==> config.mk <==
export PLATFORM = sky130hd
export DESIGN_NAME = gvq_ram
export DESIGN_NICKNAME = d
export VERILOG_FILES = /design/src/rtl/gvq_ram.sv
export SDC_FILE = /design/constraint.sdc
export NUM_CORES = 1
export LEC_CHECK = 0
export BUFFER_PORTS_ARGS = -buffer_cell sky130_fd_sc_hd__buf_4
export CAP_MARGIN = 40
export CORE_ASPECT_RATIO = 1.75
export CORE_MARGIN = 3
export CORE_UTILIZATION = 50
export CTS_BUF_LIST = sky130_fd_sc_hd__clkbuf_4 sky130_fd_sc_hd__clkbuf_8
export CTS_CLUSTER_SIZE = 30
export DETAILED_ROUTE_END_ITERATION = 6
export HOLD_SLACK_MARGIN = 0.15
export PLACE_DENSITY_LB_ADDON = 0.3
export SYNTH_ARGS = -nofsm -noshare
export SYNTH_HDL_FRONTEND = slang
export SYNTH_SLANG_ARGS = --single-unit
==> constraint.sdc <==
create_clock -name clk -period 2.59 [get_ports clk]
set_input_delay 0.259 -clock clk [delete_from_list [all_inputs] [get_ports clk]]
set_output_delay 0.259 -clock clk [all_outputs]
set_load 0.1 [all_outputs]
==> src/rtl/gvq_ram.sv <==
// Generic single-port-write RAM with registered read
module gvq_ram #(
  parameter int WIDTH = 16,
  parameter int DEPTH = 32
) (
  input  logic                     clk,
  input  logic                     we,
  input  logic [$clog2(DEPTH)-1:0] waddr,
  input  logic [WIDTH-1:0]         wdata,
  input  logic [$clog2(DEPTH)-1:0] raddr,
  output logic [WIDTH-1:0]         rdata
);
  logic [WIDTH-1:0] mem [DEPTH];
  always_ff @(posedge clk) begin
    if (we) mem[waddr] <= wdata;
    rdata <= mem[raddr];
  end
endmodule

-- Yosys cells after proc, flatten, opt, wreduce, memory -nomap -nowiden
Memory sizes are Yosys's and may differ from the RTL's. A register that Yosys moved wholly into a read port is not among the register bits.
Cells that the tools add are included.
- word-level logic and storage cells: 3
- register bits after elaboration: 0
- input port bits: 28
- latch bits: 0
- RAM bits: 512
- memories kept: 1
- bits in read-only memories: 0
- output and inout port bits: 16
- memory list (name ; depth ; width ; rd ports ; clocked after memory_dff ; write ports ; RTL line ; source):
    mem ; 32 ; 16 ; 1 ; 1 ; 1 ; 13 ; logic [WIDTH-1:0] mem [DEPTH];
- magnitude comparators: 0
- div/mod/pow operators: 0
- shifts and indexed selects: 0
- reductions and logical operators: 0
- bitwise operators: 0
- add/sub/neg operators: 0
- equality and inequality tests: 0
- $mul: 0
- multiplexer cells: 2
- operators by type and width (operator ; count):
    $mux W1 ; 2

-- Logic depth before layout (Yosys ltp)
- depth in word-level cells: 2
- mapped depth: 8
- gate-level depth less buffers: 5

-- Worst setup path after synthesis
Ideal clock, no wire load.
- path type: input to register
- from: in waddr[1]
- to: mem mem[12][0] (enable)
- stages: 3
- buffers on the path: 1
- slack: 0.591 ns
- data arrival time: 1.611 ns
- library setup time: 0.388 ns
- data required time: 2.202 ns
- cell sequence: or3b_2 clkbuf_1 nor2_1
- RTL lines (item ; RTL line ; source):
    start: declaration ; 8 ; input logic [$clog2(DEPTH)-1:0] waddr,
    end: declaration ; 13 ;
No word-level cell before the write port.

==> key figures <==
Synth
  • Syn Inst Count: 1143
  • Post-synthesis simple-gate area fraction: 3.49%
  • Main combinational cell family by area after synthesis: multiplexers
  • Synthesized Nets: 1171
  • XOR/XNOR Fraction of Synth Area: 0%
  • Multiplexer share of the synthesized area: 12.5%
  • Mean Syn Cell Area: 18.0 sq um
  • Area share of fa/ha/maj cells after synthesis: 0%
  • Synthesized area: 20500 sq um
  • Yosys cell types: 26
  • Yosys warnings: 0
  • FF+latch count, synth: 528
  • Seq/Total Area, Yosys: 76.4%
  • Compound-Gate Fraction of Synth Area: 4.97%

Status
  • Status: finished, final reports clean

Die
  • CORE AREA: 40300 sq um
  • Die Height: 274 um
  • Horiz. Die Dim: 159 um
  • IO Pins: 44
  • Initial core utilization: 51.0%
  • Die ar.: 43600 sq um
  • FP Rows: 97

Timing
  • Final max-slew violation count: 0
  • Final worst path period need: 1.93 ns
  • Worst slew pin tran: 0.489 ns
  • Max_slew headroom: 67.3%
  • Fin. Hold Viols: 0
  • RSZ-0062 raised after global routing: no
  • Final worst path period share: 74.6%
  • Max Clk Rate: 517 MHz
  • Final setup TNS: 0 ns
  • Final setup viols: 0
  • Setup Skew: 0.0213 ns

Route
  • # DRC: 0
  • Pre-antenna DRT Iters: 5
  • Routed WL per cell: 23.9 um
  • Vias per inst: 5.76
  • DR vias: 10.8k
  • Antenna-violating nets left: 0
  • Total length of routed wires: 44.5 mm
  • 1st-iter DRT viols: 662

Setup path
  • Setup crit start kind: input port
  • CP Class: input port to flop
  • Critical path fanouts, max: 40
  • CP endpoint kind: flop
  • Worst Path Required: 3.06 ns
  • CP arrival: 2.41 ns

Clock tree
  • CTS tree: built
  • Root Driver: clkbuf_8
  • CTS sink cnt: 528
  • Clock-pin slew on the worst setup and hold paths: 0.07 ns
  • Clock Path Buffers: 3
  • # resized after CTS: 0
  • Cts bufs inserted: 70
  • CTS H-Tree Depth: 3
  • Worst skew pair latency: 0.62 ns

Global routing
  • Largest net degree at the start of global routing: 62
  • GRT overflow: 0
  • Number of global-route vias before repair: 11.2k
  • Antenna violations before repair: 3
  • Total global routing track utilization: 20.6%
  • First-pass GRT wire length: 67.3 mm

Placement
  • I/O Buffers: 43
  • Dpl cells: 1723
  • Hpwl dp: 27.1 mm
  • Global placement routability congestion: 0.773
  • Placed Area: 21600 sq um

Finish
  • Finished Layout Cells: 1866
  • Final Cell Area: 23200 sq um
  • Final #Nets: 1297
  • Final Core Density: 57.7%
  • Layout cells sized above 1: 17.1%
  • Area Growth Syn to Fin: 13.2%

Worst hold path
  • Hold Crit Class: input port to flop

Power
  • Pwr Density: 738 nW/um^2
  • Static leakage: 8.19 nW
  • VDD IR max: 305 uV

Flow run
  • Max-Cap Viols: 0
[cell usage after synthesis (all sizes together)]
master	instances	area share [%]
or2	1	0.030
or3b	3	0.13
clkbuf	12	0.22
a22oi	64	2.3
and2	1	0.030
nand4	16	0.49
buf	55	2.4
mux2i	256	12
nand2	33	0.60
a22o	32	1.4
nor3	16	0.39
nand3b	5	0.18
a21oi	32	0.78
nor2b	2	0.061
edfxtp	512	75
nor2	34	0.66
nand2b	2	0.061
nand3	34	0.83
or3	1	0.030
a31oi	16	0.49
dfxtp	16	1.6
[final timing paths]
| path | start | endpoint | slack (ns) | cells after the start |
|---|---|---|---|---|
| max | raddr[0] | rdata[14]$_DFF_P_ | 0.66 | 8 |
| min | raddr[4] | rdata[6]$_DFF_P_ | 0.26 | 4 |
| max reg2reg | mem[31][14]$_DFFE_PP_ | rdata[14]$_DFF_P_ | 1.02 | 5 |
| min reg2reg | mem[10][11]$_DFFE_PP_ | rdata[11]$_DFF_P_ | 0.61 | 4 |
[cell type report]
class | instances | area, sq um
Clock buffer | 97 | 1220
Clock inverter | 26 | 253
Antenna cell | 2 | 5.00
Multi-Input combinational cell | 548 | 4330
Tap cell | 544 | 681
Timing Repair Buffer | 121 | 1060
Sequential cell | 528 | 15700
Fill cell | 3098 | 17100
[report_power, final]
| part | internal (mW) | switching [mW] | total (mW) |
|---|---|---|---|
| Combinational | 0.363 | 0.830 | 1.19 |
| Clock | 3.54 | 2.89 | 6.43 |
| Sequential | 9.50 | 0.0435 | 9.54 |
[per-stage QoR]
| step | setup slack [ns] | power (mW) | hold WS [ns] |
|---|---|---|---|
| final | 0.657 | 17.2 | 0.255 |
| after global routing | 0.586 | 17.8 | 0.238 |
| after CTS | 0.723 | 17.3 | 0.201 |
| after detailed placement | 0.425 | 10.9 | 0.590 |
| after global placement | 0.463 | 10.9 | 0.580 |
| after floorplan | 0.591 | 10.5 | 0.358 |
[metal layers]
metal | routed length (um) | global-route usage (%)
met1 | 16200 | 23.3
met2 | 24000 | 37.3
met3 | 2410 | 3.63
met4 | 1890 | 10.2
met5 | 0 | 0
[logic make-up (layout without fill, tap and decap cells)]
family	after synthesis	count (layout)
muxes	256	256
and+or+nand+nor	148	148
buffers and inverters	67	244
DFF	528	528
AOI/OAI and AO/OA	144	144
other	0	2
[worst max-delay path, stage by stage]
cell and delay (ns):
buf_8 0.33, buf_4 0.40, buf_4 0.24, mux2i_1 0.19, a22oi_1 0.11, nand4_1 0.14, dlygate4sd3_1 0.58, nand3_1 0.09
[registers in the layout (all words and copies together) (netlist names)]
name / flops
rdata: 16
mem: 512
[cells in the final DEF, fill, tap and decap left out]
cell type      instances
buf_8                  1
nand3b_1               5
or2_1                  1
dlygate4sd3_1         18
buf_4                 94
or3b_2                 3
clkinv_2               6
a22o_1                32
nand2_1               33
nor3_1                16
nand3_1               34
a21oi_1               32
or3_1                  1
nand4_1               16
a31oi_1               16
diode_2                2
nor2b_4                2
dfxtp_1               16
nor2_1                29
edfxtp_1             512
nor2_2                 4
inv_6                  1
a22oi_1               64
buf_12                 8
nor2_4                 1
bufinv_16              5
and2_2                 1
mux2i_1              256
clkbuf_4              19
clkinvlp_4             3
nand2b_1               2
clkbuf_8              78
clkinv_1              11
[what timing repair did]
item / 4_1_cts / 5_1_grt
setup buffers: 0 / 0
hold endpoints to repair: 513 / 0
hold buffers: 18 / 0
No activity file was read; power rests on OpenSTA's default activity.
