$ cat src/rtl/gvq_pkg.sv
// Shared types and constants for the growing VQ bearing estimator
package gvq_pkg;
  localparam int RING_SIZE_DEF   = 8;
  localparam int PROTO_MAX_DEF   = 32;
  localparam int SAMPLE_BITS_DEF = 16;

  localparam logic [2:0] REG_THRESHOLD  = 3'd0;
  localparam logic [2:0] REG_PROTO_RATE = 3'd1;
  localparam logic [2:0] REG_BEAR_RATE  = 3'd2;
  localparam logic [2:0] REG_LESION_AFT = 3'd3;
  localparam logic [2:0] REG_FORCE_LES  = 3'd4;
  localparam logic [2:0] REG_PROTO_LIM  = 3'd5;

  localparam logic [15:0] PROX_CAP = 16'd32768;

  // Step a value toward a target: cur + floor(rate*(tgt-cur)/65536)
  function automatic logic signed [25:0] rate_step(input logic signed [25:0] cur,
                                                   input logic signed [25:0] tgt,
                                                   input logic [15:0] rate);
    logic signed [42:0] prod;
    begin
      prod = $signed({1'b0, rate}) * (tgt - cur);
      rate_step = cur + 26'(prod >>> 16);
    end
  endfunction
endpackage

$ cat src/rtl/gvq_lane.sv
// One lane: squared difference of one ring element against one stored sample
module gvq_lane #(
  parameter int SAMPLE_BITS = gvq_pkg::SAMPLE_BITS_DEF
) (
  input  logic                     clk,
  input  logic [SAMPLE_BITS-1:0]   ring,
  input  logic [SAMPLE_BITS-1:0]   proto,
  output logic [2*SAMPLE_BITS-1:0] sq
);
  import gvq_pkg::*;
  logic [SAMPLE_BITS-1:0] diff;
  assign diff = (proto > ring) ? proto - ring : ring - proto;
  always_ff @(posedge clk) begin
    sq <= diff * diff;
  end
endmodule

$ cat config.mk
export PLATFORM = sky130hd
export DESIGN_NAME = gvq_lane
export DESIGN_NICKNAME = d
export VERILOG_FILES = /design/src/rtl/gvq_pkg.sv /design/src/rtl/gvq_lane.sv
export SDC_FILE = /design/constraint.sdc
export NUM_CORES = 1
export LEC_CHECK = 0
export ABC_CLOCK_PERIOD_IN_PS = 14200
export BUFFER_PORTS_ARGS = -buffer_cell sky130_fd_sc_hd__clkbuf_2
export CAP_MARGIN = 10
export CORE_MARGIN = 2
export CORE_UTILIZATION = 45
export DETAILED_ROUTE_END_ITERATION = 10
export SETUP_SLACK_MARGIN = 0.5
export SLEW_MARGIN = 25
export SYNTH_ARGS = -nofsm -noshare
export SYNTH_HDL_FRONTEND = slang
export SYNTH_SLANG_ARGS = --single-unit
export TNS_END_PERCENT = 30
$ cat constraint.sdc
create_clock -name clk -period 14.2 [get_ports clk]
set_input_delay 2.13 -clock clk [delete_from_list [all_inputs] [get_ports clk]]
set_output_delay 2.13 -clock clk [all_outputs]
set_load 0.02 [all_outputs]
* Word level (Yosys, flattened, before mapping)
Index checks and enable logic that the tools add are counted.
** Word-level totals
- Register bits :: 32
- Input bits :: 33
** Operators by class
- Add/sub/neg operators :: 2
- $mul :: 1
- Order comparisons :: 1
- Muxes and demuxes :: 1
** Operators by type and width (count)
- multiplier 16 x 16 -> 32 bit :: 1
- subtractor 16 bit :: 2
- greater-than comparator 16 bit :: 1
- two-way mux 16 bit :: 1

* Depth between registers and ports, before layout
- Word-level depth :: 3
- Depth in mapped cells :: 38
- Mapped depth without buffers :: 36

* Worst setup path after synthesis
OpenSTA, ideal clock, no wires.
- Kind :: input to register
- Start :: in proto[0]
- End :: reg sq[29]
- Setup time :: 72 ps
- Arrival time :: 9965 ps
- Data required time :: 14128 ps
- Path slack :: 4163 ps
- Stages on the path :: 34
- Path buffers :: 1
- Path through :: inv_1 ha_1 inv_1 fa_1 a21o_1 a221oi_2 a21oi_2 o211ai_4 and2_1 buf_6 mux2i_1 xor2_1 inv_1 nor2_1 fa_1 fa_1 inv_1 fa_1 inv_1 fa_1 fa_1 inv_1 fa_1 inv_1 ha_1 and2_1 a2111oi_0 o21ai_1 a311o_1 a21oi_1 o211ai_1 a31o_2 a21oi_1 xnor2_1
** Between the ends
- Cells in the longest elaborated chain, start to end :: 3
- Elaborated cells on any way between the ends :: 5
** RTL lines
- from (decl) :: RTL line gvq_lane.sv:7 : input logic [SAMPLE_BITS-1:0] proto,
- subtractor 16 bit / greater-than comparator 16 bit (equally long branches) :: RTL line gvq_lane.sv:12 : assign diff = (proto > ring) ? proto - ring : ring - proto;
- two-way mux 16 bit (*) :: RTL line gvq_lane.sv:12
- multiplier 16 x 16 -> 32 bit (*) :: RTL line gvq_lane.sv:14 : sq <= diff * diff;
- to (signal assigned) :: RTL line gvq_lane.sv:14
- to (decl) :: RTL line gvq_lane.sv:8 : output logic [2*SAMPLE_BITS-1:0] sq
Every way passes the cells marked *; elsewhere a longest branch is shown, timed or not.

* Worst setup path after layout
Same ends and word-level chain as after synthesis.

==> run summary <==
The flow ran to the end, and the final reports show no timing, DRC or antenna violations. The standard cell with the maximum stage delay on the critical path is fa_1. For this design, the CTS-stage hold fixing added 0 buffers. The number of port buffers came out at 63. The startpoint of the tightest hold check path is proto[1]. For this design, the sink count on the clock tree is 31. The combined global-route utilization of all metal layers came out at 0.203. In the post-synthesis netlist, the biggest area contributors are fa_1, ha_1, inv_1, dfxtp_1, nand2_1.

In the final routed layout, each cell accounts on average for 15.2 um. The total wirelength of the detailed-routed design came out at 20900 um. The clock transition time at the flip-flop clock pins of the worst setup and hold paths came out at around 0.060 ns. The number of fill cells in the layout came out at 1987. The number of buffers between clock root and the deepest sink came out at 2. The count of flip-flops with a built-in enable after synthesis is 0.

In this run the post-CTS setup repair buffer count came out at 0. For met2 alone, demand over resource in global routing was 0.335. The row count is 52. In the final layout, the registers with the most flip-flops are sq (31). The Yosys warning count is 0. In the global route stage, met1 resource usage came out at 0.282. STA classifies the critical path endpoint as a flop. The slew at the pin closest to its max-slew limit is between 0.9 and 1 ns. The max-capacitance violation count came out at 0.

The fraction of the yosys area taken by sequential cells is 0.0666. The initial antenna violation count was 0. The width of the chip is between 100 and 150 um.

The top cell types in the final layout, fill and taps aside, are inv_1, fa_1, ha_1. The post-synthesis instance area is 9320 um2. The arrival time of data at the critical path endpoint came out at 11.20 ns.

0 antenna diodes ended up in the layout. The vertical extent of the die is approximately 150 um. For this run the aggregate overflow at the end of global routing stands at 0.

The min-delay analysis places its worst path in the category in -> reg. The synthesized design contains 31 register bits. The final count of negative-setup-slack endpoints is 0. The CTS tree is done.

Of all cell types, the one taking the most synthesized area is fa_1. In this run the clock root is driven by a clkbuf_16. The number of violations reported at the end of detailed-routing iteration 0 is 268. The worst-case headroom to the max-slew limit is 0.368. The synthesized area per cell came out at 8.82 um2.

The critical path is of the in -> reg type. The required time of the worst setup path is between 10 and 15 ns. The area growth from synthesis to layout came out at 7.65%.

The wire length of the first global-routing pass came out at 35100 um. The final layout contains 1431 nets. The number of slew-limit violations in the final report is 0.

sq holds more flip-flops than any other register. The number of failing hold endpoints at the final stage is 0. Summing over every cut layer, the via total after detailed routing is 6868.

The global-route track usage on met3 came out at 0.0241. Entering global routing, the biggest net connects 17 pins. Pin placement for this block handled 65 I/O pins. The mean number of vias per cell came out at 4.99.

The CTS H-tree depth came out at 2. Counting every net in the synthesized netlist gives 1383. The die covers 21900 um2. The HPWL after detailed placement came out at between 15000 and 20000 um.

The number of global-route vias before repair came to 7123. In this run the remaining antenna-violating nets after routing total 0. The initial utilization of the core area, before any placement, comes to 0.459. The core area came out at 20300 um2.

The register with the most flip-flops in the layout has 31 of them. After global routing, the most crowded layer is met2. The critical path startpoint is proto[0]. STA classifies the critical path startpoint as a primary input.

Setup total negative slack on the finished layout was measured at 0 ns. The distinct cell type count after synthesis came out at 65. Setup repair after global routing left no endpoint under its margin. The clock period could shrink to 10.97 ns. In the synthesized netlist the async set-or-reset flop fraction comes to 0. The fraction of layout cells with a size suffix above 1 came out at 0.103.

The most common cell after layout, fill and taps aside is inv_1. In the finished design, the share of the clock period the worst path needs comes to 0.772. For this run, the slowest stage of the critical path takes 0.55 ns. The post-cts sizing count is 0. The final hold slack came out at 2.55 ns.

The prevailing post-synth register cell is dfxtp_1. The number of buffers created by CTS is 5. Before antenna repair, the detailed router went through 5 iterations. Of the post-synthesis cell area, the dominant cell type holds 0.352. The most frequent cell on the critical path is fa_1. The count of unresolved DRC violations after routing is 0. The synthesized netlist cell count is 1057. The global placer's final weighted congestion came out at 0.892.

The critical-path maximum fanout is 9. The upper clock frequency limit came out at 91.2 MHz.
==> final cells by class <==
class | count | area, um2 | share of cell area
clock inverters | 2 | 35.0 | 0.00349
flip-flops and latches | 31 | 621 | 0.0618
clock buffers | 6 | 139 | 0.0138
well taps | 270 | 338 | 0.0337
multi-input cells | 728 | 7520 | 0.749
inverters | 267 | 1000 | 0.0999
repair buffers | 72 | 383 | 0.0382
==> cells by family (layout without fill, tap and decap cells) <==
group | count (synthesis) | after routing | synth area share
AOI/OAI and AO/OA | 141 | 141 | 0.106
xor gates and xnor gates | 52 | 52 | 0.0577
adders and majority gates | 293 | 293 | 0.525
buffers and inverters | 298 | 347 | 0.127
DFF | 31 | 31 | 0.0666
muxes | 10 | 10 | 0.0125
other | 1 | 1 | 0.000402
and+or+nand+nor | 231 | 231 | 0.105
==> cell usage after synthesis, drive strengths merged, types with 3 or more instances <==
| library cell | count |
|---|---|
| a21oi | 46 |
| dfxtp | 31 |
| mux2i | 7 |
| fa | 164 |
| nand2b | 3 |
| nor2b | 4 |
| nand3 | 12 |
| xor2 | 17 |
| o21a | 9 |
| a21o | 23 |
| a31o | 4 |
| o211ai | 6 |
| a31oi | 4 |
| mux2 | 3 |
| a211oi | 7 |
| xnor2 | 34 |
| and3 | 3 |
| nor2 | 87 |
| inv | 265 |
| nand3b | 3 |
| o21bai | 3 |
| nand2 | 103 |
| a2111oi | 3 |
| ha | 129 |
| buf | 22 |
| o31ai | 7 |
| nor3 | 7 |
| nand4 | 5 |
| o21ai | 17 |
| clkbuf | 9 |
==> critical path: cells and delay by family <==
family | cells | cell delay [ns]
multiplexers | 1 | 0.33
buffers and inverters | 7 | 0.57
AO/OA/AOI/OAI | 11 | 2.87
XOR/XNOR | 2 | 0.64
adder cells (fa/ha/maj) | 9 | 3.91
AND/OR/NAND/NOR | 3 | 0.74
==> metrics by stage <==
stage	utilization	setup WS [ns]	cells	area, um2
2_1_floorplan	-	4.16	1057	9320
3_3_place_gp	0.486	3.04	1368	9860
3_5_place_dp	0.486	2.87	1368	9860
4_1_cts	0.494	3.19	1376	10000
5_1_grt	0.494	2.68	1376	10000
6_report	0.494	3.23	1376	10000
==> layer usage <==
metal / routed length, um / up-vias / part of all wire
li1: - / 3350 / -
met1: 9780 / 3324 / 0.47
met2: 9700 / 165 / 0.47
met3: 934 / 29 / 0.045
met4: 438 / 0 / 0.021
met5: 0 / - / 0
==> final timing paths <==
kind                  endpoint  slack [ns]  cells past startpoint
worst max-delay path    sq[29]        3.23                     33
worst min-delay path     sq[2]        2.55                      5
Power is not shown: default switching activity piles up to over one toggle a cycle in this logic, so the estimate is an artifact.
